==> config.mk <==
export PLATFORM = sky130hd
export DESIGN_NAME = rgb_to_hsl_converter
export DESIGN_NICKNAME = d
export VERILOG_FILES = /design/src/rtl/core/hsl_pkg.sv /design/src/rtl/core/hsl_div_pipe.sv /design/src/rtl/core/rgb_to_hsl_converter.sv
export SDC_FILE = /design/constraint.sdc
export NUM_CORES = 1
export LEC_CHECK = 0
export ABC_AREA = 1
export BUFFER_PORTS_ARGS = -buffer_cell sky130_fd_sc_hd__buf_2
export CORE_UTILIZATION = 45
export CTS_BUF_LIST = sky130_fd_sc_hd__clkbuf_4
export CTS_CLUSTER_SIZE = 28
export DETAILED_ROUTE_END_ITERATION = 12
export GPL_TIMING_DRIVEN = 0
export PLACE_DENSITY_LB_ADDON = 0.15
export SLEW_MARGIN = 20
export SYNTH_ARGS = -nofsm -noshare
export SYNTH_HDL_FRONTEND = slang
export SYNTH_HIERARCHICAL = 1
export SYNTH_SLANG_ARGS = --single-unit
==> constraint.sdc <==
create_clock -name i_clk -period 75.7 [get_ports i_clk]
set_input_delay 22.71 -clock i_clk [delete_from_list [all_inputs] [get_ports i_clk]]
set_output_delay 22.71 -clock i_clk [all_outputs]
set_load 0.1 [all_outputs]
==> src/rtl/core/hsl_pkg.sv <==
`timescale 1ns / 1ps
// ----------------------------------------------------------------------------
// hsl_pkg
// shared widths, constants and operand type of the rgb to hsl converter
// ----------------------------------------------------------------------------
package hsl_pkg;

    // color component and sum widths
    localparam int COMP_W = 8;
    localparam int SUM_W  = COMP_W + 1;

    // divider operand width: holds 6 * (max - min) = 1530
    localparam int DIV_W = 11;

    // quotient width, unsigned q0.16
    localparam int Q_W = 16;

    // divider lanes, one quotient each
    localparam int LANES     = 3;
    localparam int LANE_HUE  = 0;
    localparam int LANE_SAT  = 1;
    localparam int LANE_LGT  = 2;

    // largest component and largest max + min
    localparam logic [COMP_W-1:0] COMP_MAX = 8'd255;
    localparam logic [SUM_W-1:0]  SUM_MAX  = 9'd510;

    // one divider lane: num <= den, quotient floor(num * 2^q_w / den), 1.0 -> all ones
    typedef struct packed {
        logic [DIV_W-1:0] num;
        logic [DIV_W-1:0] den;
    } t_div_op;

endpackage

==> src/rtl/core/hsl_div_pipe.sv <==
`timescale 1ns / 1ps
// ----------------------------------------------------------------------------
// hsl_div_pipe
// pipelined restoring divider, several lanes in lockstep, fractional quotient
// ----------------------------------------------------------------------------
module hsl_div_pipe #(
    parameter int STEPS_PER_STAGE = 2
) (
    input  logic                       i_clk,
    input  logic                       i_rst_n,
    input  logic                       i_valid,
    output logic                       o_ready,
    input  hsl_pkg::t_div_op           i_op [hsl_pkg::LANES],
    input  logic                       i_side,
    output logic                       o_valid,
    input  logic                       i_ready,
    output logic [hsl_pkg::Q_W-1:0]    o_quo [hsl_pkg::LANES],
    output logic                       o_side
);

    localparam int DW   = hsl_pkg::DIV_W;
    localparam int QW   = hsl_pkg::Q_W;
    localparam int LN   = hsl_pkg::LANES;
    localparam int NSTG = (QW + STEPS_PER_STAGE - 1) / STEPS_PER_STAGE;

    logic            r_vld  [NSTG];
    logic            r_side [NSTG];
    logic [DW-1:0]   r_rem  [NSTG][LN];
    logic [DW-1:0]   r_den  [NSTG][LN];
    logic [QW-1:0]   r_quo  [NSTG][LN];
    logic            w_open [NSTG];

    assign o_ready = w_open[0];

    for (genvar j = 0; j < NSTG; j++) begin : g_stg
        logic            src_vld;
        logic            src_side;
        logic [DW-1:0]   src_rem [LN];
        logic [DW-1:0]   src_den [LN];
        logic [QW-1:0]   src_quo [LN];
        logic [DW-1:0]   n_rem   [LN];
        logic [QW-1:0]   n_quo   [LN];

        // stage slot is free or its word moves on this cycle
        if (j == NSTG - 1) begin : g_last
            assign w_open[j] = !r_vld[j] || i_ready;
        end else begin : g_mid
            assign w_open[j] = !r_vld[j] || w_open[j+1];
        end

        if (j == 0) begin : g_src_in
            always_comb begin
                src_vld  = i_valid;
                src_side = i_side;
                for (int l = 0; l < LN; l++) begin
                    src_rem[l] = i_op[l].num;
                    src_den[l] = i_op[l].den;
                    src_quo[l] = '0;
                end
            end
        end else begin : g_src_prev
            always_comb begin
                src_vld  = r_vld[j-1];
                src_side = r_side[j-1];
                for (int l = 0; l < LN; l++) begin
                    src_rem[l] = r_rem[j-1][l];
                    src_den[l] = r_den[j-1][l];
                    src_quo[l] = r_quo[j-1][l];
                end
            end
        end

        // shift, compare, subtract: one quotient bit per step
        always_comb begin
            logic [DW:0]   t;
            logic [DW-1:0] rem;
            logic [QW-1:0] quo;
            logic          qbit;
            for (int l = 0; l < LN; l++) begin
                rem = src_rem[l];
                quo = src_quo[l];
                for (int k = 0; k < STEPS_PER_STAGE; k++) begin
                    if (j * STEPS_PER_STAGE + k < QW) begin
                        t = {rem, 1'b0};
                        if (t >= {1'b0, src_den[l]}) begin
                            t    = t - {1'b0, src_den[l]};
                            qbit = 1'b1;
                        end else begin
                            qbit = 1'b0;
                        end
                        rem = t[DW-1:0];
                        quo = {quo[QW-2:0], qbit};
                    end
                end
                n_rem[l] = rem;
                n_quo[l] = quo;
            end
        end

        always_ff @(posedge i_clk) begin
            if (!i_rst_n) begin
                r_vld[j] <= 1'b0;
            end else if (w_open[j]) begin
                r_vld[j] <= src_vld;
            end
        end

        always_ff @(posedge i_clk) begin
            if (w_open[j]) begin
                r_side[j] <= src_side;
                for (int l = 0; l < LN; l++) begin
                    r_rem[j][l] <= n_rem[l];
                    r_den[j][l] <= src_den[l];
                    r_quo[j][l] <= n_quo[l];
                end
            end
        end
    end

    assign o_valid = r_vld[NSTG-1];
    assign o_side  = r_side[NSTG-1];

    always_comb begin
        for (int l = 0; l < LN; l++) begin
            o_quo[l] = r_quo[NSTG-1][l];
        end
    end

`ifndef SYNTHESIS
    // an accepted word lands in the first stage
    a_accept_lands: assert property (@(posedge i_clk) disable iff (!i_rst_n)
        (i_valid && o_ready) |=> r_vld[0])
        else $error("accepted word missing from first divider stage");

    for (genvar j = 0; j < NSTG; j++) begin : g_chk
        // a blocked stage keeps its word
        a_stall_keeps: assert property (@(posedge i_clk) disable iff (!i_rst_n)
            (r_vld[j] && !w_open[j]) |=> r_vld[j])
            else $error("blocked divider stage dropped its word");

        for (genvar l = 0; l < LN; l++) begin : g_lane
            // partial remainder never passes the divisor
            a_rem_bound: assert property (@(posedge i_clk) disable iff (!i_rst_n)
                r_vld[j] |-> (r_rem[j][l] <= r_den[j][l]))
                else $error("divider remainder above divisor");
        end
    end
`endif

endmodule

==> src/rtl/core/rgb_to_hsl_converter.sv <==
`timescale 1ns / 1ps
// throughput: one pixel per cycle unless the output stalls; one operand stage, then a divider
//   pipeline of STEPS_PER_STAGE restoring steps per stage, three lanes side by side
// a stalled output holds the pipe stage by stage, empty stages still fill from the input
// reset: synchronous, active low, clears the valid bits only, no state beyond the pipe
// ----------------------------------------------------------------------------
// rgb_to_hsl_converter
// 8-bit rgb pixel to hue, saturation and lightness as unsigned q0.16 fractions
// ----------------------------------------------------------------------------
module rgb_to_hsl_converter #(
    parameter int STEPS_PER_STAGE = 2
) (
    input  logic                          i_clk,
    input  logic                          i_rst_n,
    // pixel input word
    input  logic                          i_valid,
    output logic                          o_ready,
    input  logic [hsl_pkg::COMP_W-1:0]    i_red,
    input  logic [hsl_pkg::COMP_W-1:0]    i_green,
    input  logic [hsl_pkg::COMP_W-1:0]    i_blue,
    // hsl output word
    output logic                          o_valid,
    input  logic                          i_ready,
    output logic [hsl_pkg::Q_W-1:0]       o_hue,
    output logic [hsl_pkg::Q_W-1:0]       o_saturation,
    output logic [hsl_pkg::Q_W-1:0]       o_lightness,
    output logic                          o_achromatic
);

    localparam int DW = hsl_pkg::DIV_W;
    localparam int CW = hsl_pkg::COMP_W;
    localparam int SW = hsl_pkg::SUM_W;
    localparam int LN = hsl_pkg::LANES;

    // operand stage
    logic                 r_s0_vld;
    logic                 r_s0_achro;
    hsl_pkg::t_div_op     r_s0_op [LN];
    hsl_pkg::t_div_op     n_s0_op [LN];
    logic                 n_s0_achro;
    logic                 w_s0_open;

    // divider handshake and results
    logic                 w_div_ready;
    logic [hsl_pkg::Q_W-1:0] w_quo [LN];

    // first stage advances when empty or when the divider takes its word
    assign w_s0_open = !r_s0_vld || w_div_ready;
    assign o_ready   = w_s0_open;

    // max, min, sector numerator and the three divisions to run
    always_comb begin
        logic [CW-1:0] mx;
        logic [CW-1:0] mn;
        logic [CW-1:0] d;
        logic [SW-1:0] s;
        logic [DW-1:0] r11;
        logic [DW-1:0] g11;
        logic [DW-1:0] b11;
        logic [DW-1:0] d11;
        logic [DW-1:0] d6;
        logic [DW-1:0] n;
        logic [DW-1:0] sden;

        mx = i_red;
        if (i_green > mx) mx = i_green;
        if (i_blue > mx)  mx = i_blue;
        mn = i_red;
        if (i_green < mn) mn = i_green;
        if (i_blue < mn)  mn = i_blue;

        d   = mx - mn;
        s   = SW'(mx) + SW'(mn);
        r11 = DW'(i_red);
        g11 = DW'(i_green);
        b11 = DW'(i_blue);
        d11 = DW'(d);
        d6  = (d11 << 2) + (d11 << 1);

        // hue sector, ties go red, then green, then blue; wrap kept nonnegative
        if (mx == i_red) begin
            if (i_green < i_blue) begin
                n = d6 - (b11 - g11);
            end else begin
                n = g11 - b11;
            end
        end else if (mx == i_green) begin
            n = (d11 << 1) + b11 - r11;
        end else begin
            n = (d11 << 2) + r11 - g11;
        end

        // saturation divisor folds around the midpoint
        if (s > SW'(hsl_pkg::COMP_MAX)) begin
            sden = DW'(hsl_pkg::SUM_MAX - s);
        end else begin
            sden = DW'(s);
        end

        n_s0_achro = (d == '0);

        // gray pixel: zero over full-scale divisor gives zero hue and saturation
        if (n_s0_achro) begin
            n_s0_op[hsl_pkg::LANE_HUE].num = '0;
            n_s0_op[hsl_pkg::LANE_HUE].den = '1;
            n_s0_op[hsl_pkg::LANE_SAT].num = '0;
            n_s0_op[hsl_pkg::LANE_SAT].den = '1;
        end else begin
            n_s0_op[hsl_pkg::LANE_HUE].num = n;
            n_s0_op[hsl_pkg::LANE_HUE].den = d6;
            n_s0_op[hsl_pkg::LANE_SAT].num = d11;
            n_s0_op[hsl_pkg::LANE_SAT].den = sden;
        end

        // lightness is (max + min) / 510, white comes out all ones
        n_s0_op[hsl_pkg::LANE_LGT].num = DW'(s);
        n_s0_op[hsl_pkg::LANE_LGT].den = DW'(hsl_pkg::SUM_MAX);
    end

    always_ff @(posedge i_clk) begin
        if (!i_rst_n) begin
            r_s0_vld <= 1'b0;
        end else if (w_s0_open) begin
            r_s0_vld <= i_valid;
        end
    end

    always_ff @(posedge i_clk) begin
        if (w_s0_open) begin
            r_s0_achro <= n_s0_achro;
            for (int l = 0; l < LN; l++) begin
                r_s0_op[l] <= n_s0_op[l];
            end
        end
    end

    // three quotients in lockstep, achromatic flag rides along
    hsl_div_pipe #(
        .STEPS_PER_STAGE (STEPS_PER_STAGE)
    ) u_div (
        .i_clk   (i_clk),
        .i_rst_n (i_rst_n),
        .i_valid (r_s0_vld),
        .o_ready (w_div_ready),
        .i_op    (r_s0_op),
        .i_side  (r_s0_achro),
        .o_valid (o_valid),
        .i_ready (i_ready),
        .o_quo   (w_quo),
        .o_side  (o_achromatic)
    );

    assign o_hue        = w_quo[hsl_pkg::LANE_HUE];
    assign o_saturation = w_quo[hsl_pkg::LANE_SAT];
    assign o_lightness  = w_quo[hsl_pkg::LANE_LGT];

`ifndef SYNTHESIS
    // gray pixels carry zero hue and saturation
    a_achro_zero: assert property (@(posedge i_clk) disable iff (!i_rst_n)
        (o_valid && o_achromatic) |-> ((o_hue == '0) && (o_saturation == '0)))
        else $error("achromatic word with nonzero hue or saturation");

    // a colored pixel always has some saturation
    a_color_sat: assert property (@(posedge i_clk) disable iff (!i_rst_n)
        (o_valid && !o_achromatic) |-> (o_saturation != '0))
        else $error("colored word with zero saturation");

    // operand stage keeps its word while the divider is blocked
    a_s0_hold: assert property (@(posedge i_clk) disable iff (!i_rst_n)
        (r_s0_vld && !w_div_ready) |=> (r_s0_vld && $stable(r_s0_achro)))
        else $error("operand stage lost its word under stall");
`endif

endmodule
==> metrics.md <==
| Metric | Value |
|---|---|
| Total of max-cap violations | 0 |
| Top post-synthesis cells by area | edfxtp_1, nand2_1, ha_1 |
| Share of the synthesized area in the top cell type | 36.3% |
| Total core area | 0.135 sq mm |
| Commonest non-fill, non-tap cell in the layout | nand2_1 |
| Status | complete, no violations |
| Fmax | 20.0 MHz |
| Post-CTS Setup Bufs | 0 |
| Area Growth Syn to Fin | 9.05% |
| Global-route total usage across every layer | 22.2% |
| CTS clock-pin slew for the worst setup and hold paths | 0.06 ns |
| DR vias | 50461 |
| Clk sinks | 744 |
| Vias per Instance | 5.06 |
| Leading area contributor after synthesis | edfxtp_1 |
| CTS tree | built |
| PortBufs | 78 |
| Pre-antenna DRT Iters | 8 |
| Worst hold path class | reg2reg |
| Setup TNS | 0 ns |
| Final Hold Fails | 0 |
| Layout net count | 8713 |
| Fin. max-slew vios | 0 |
| Die area | 0.138 sq mm |
| Hold_buf cts | 0 |
| Most used cell, CP | nand2_4 |
| Core Rows | 135 |
| Critical Path AT | 27.37 ns |
| Initial antenna violation count | 5 |
| Crit-path slowest cell | nand3_4 |
| First DRT Iteration DRCs | 3002 |
| Final setup fails | 0 |
| Worst skew pair latency | 1.14 ns |
| Seq/Total Area, Yosys | 36.4% |
| Fillers | 13296 |
| Min Tclk post-route | 50.08 ns |
| Post-synthesis cell count | 7716 |
| Initial Util | 45.3% |
| Max incr delay on CP | 0.55 ns |
| H-tree levels | 4 |
| Io pins | 79 |
| # DRC | 0 |
| Crit Path Max Fanout | 51 |
| Synth warnings | 6 |
| Worst setup EP type | primary output |
| CTS resizes | 0 |
| WL per Instance | 15.2 um |
| Gr ovfl total | 0 |
| CTS root buffer | clkbuf_4 |
| Netlist area before placement | 0.0614 sq mm |
| Post-route clock skew | 0.0599 ns |
| Setup CP Type | in2out |
| Final core utilization | 49.4% |
| Relative slew slack | 45.9% |
| Die height | 371 um |
| Crit path max-delay family | simple AND/OR/NAND/NOR gates |
| CTS Buf Count | 201 |
| Worst setup margin | 25.62 ns |
| Startpoint types | input pin |
| Worst Path Buf+Inv | 6 |
| Routed wire length | 151000 um |
| Fin crit share | 66.2% |
| Placed cell areas | 0.0644 sq mm |
| Final Cell Area | 0.0669 sq mm |
| First-pass GRT wire length | 248000 um |
| Die W | 371 um |
| DP Worst Slack | 25.44 ns |
| Post-route ant nets | 0 |
| Synth Register Bits | 744 |
| Most frequent cells in the layout | nand2_1, inv_1, edfxtp_1 |
| Worst Path Required | 52.99 ns |
| Post-synthesis area per instance | 7.95 sq um |
| Worst-path cell chain | buf_2 -> or2_4 -> nor2_2 -> nand2_4 -> inv_2 -> nand3_4 -> nor2_2 -> nand2_4 -> buf_16 -> nor2_1 -> inv_4 -> inv_1 -> nand2_4 -> buf_2 |
| Worst-Margin Slew | 0.807 ns |
| Post-synth cell types | 56 |
| Largest net degree at the start of global routing | 78 |
| CTS max path bufs | 3 |
| Share of cells above drive strength 1 | 10.5% |
| Final HPWL DP | 122000 um |
| Gpl congestion | 0.927 |
| RSZ-0062 raised after global routing | no |
| Vias in the first global route | 49544 |
per-layer routing:
layer | vias up | wire (um) | GRT usage, % | share of wire, %
li1 | 26213 | - | - | -
met1 | 23095 | 71400 | 29.3 | 47
met2 | 910 | 70300 | 37.4 | 46
met3 | 241 | 5690 | 2.77 | 3.8
met4 | 2 | 3920 | 7.53 | 2.6
met5 | - | 13 | 0 | 0.0086
cells by family after synthesis:
logic type	share of synthesized area, %
buffers and inverters	8.57
AOI/OAI and AO/OA	6.44
xor gates and xnor gates	4.86
DFF	36.4
and+or+nand+nor	30.1
adders and majority gates	13.6
other	0.0122
cell usage after synthesis (all sizes together):
| cell | count |
|---|---|
| dfxtp | 2 |
| o211ai | 7 |
| nand2 | 2482 |
| o221ai | 2 |
| clkbuf | 7 |
| nor2 | 530 |
| a31oi | 17 |
| nand3b | 28 |
| a21o | 29 |
| nand3 | 555 |
| inv | 1195 |
| conb | 2 |
| ha | 596 |
| o21ai | 147 |
| a21boi | 10 |
| a31o | 2 |
| and3 | 4 |
| clkinv | 7 |
| o21bai | 66 |
| xor2 | 206 |
| edfxtp | 742 |
| xnor2 | 134 |
| a211oi | 3 |
| buf | 85 |
| a2111oi | 1 |
| nand4 | 357 |
| fa | 45 |
| or2 | 42 |
| o21a | 8 |
| nor3 | 43 |
| a21oi | 362 |
registers in the layout, summed over array words and instances (netlist names):
signal and flops:
u_div/r_den 231, r_s0_vld 1, u_div/r_rem 231, r_s0_op 48
u_div/r_side 8, r_s0_achro 1, u_div/r_vld 8, u_div/r_quo 216
worst reg2reg max path: cells and delay by family, from the launching register on:
kind,cells,cell delay [ns]
flops,1,0.49
buf+inv,5,1.00
simple gates,8,3.11
cell type report:
cell class	instances	area (sq um)	area share (%)
sequential	744	22300	33.4
clock buffer	280	2100	3.14
inverter	1202	4550	6.79
multi-input combinational	5716	34000	50.8
buffer	92	726	1.08
tap	1781	2230	3.33
clock inverter	65	402	0.600
timing repair buffer	87	623	0.931
antenna	1	2.50	0.00374
final timing paths:
path,start,end,slack (ns),cells after the start
worst min register to register,u_div/r_quo[0][101],u_div/r_quo[0][151],0.39,0
worst max-delay path,i_ready,o_ready,25.62,14
worst min-delay path,u_div/r_quo[0][101],u_div/r_quo[0][151],0.39,0
worst max register to register,u_div/r_vld[1][3],r_s0_op[50],70.60,13
stage by stage:
| stage | instances | hold slack, ns |
|---|---|---|
| global route | 9968 | 0.408 |
| global placement | 9613 | 0.401 |
| CTS | 9967 | 0.380 |
| floorplan | 7754 | 0.400 |
| finish | 9968 | 0.387 |
| detailed placement | 9622 | 0.405 |
Power is left out: the tool's default activity adds up to more than one toggle a clock period on the data nets, which glitch-free logic cannot reach.
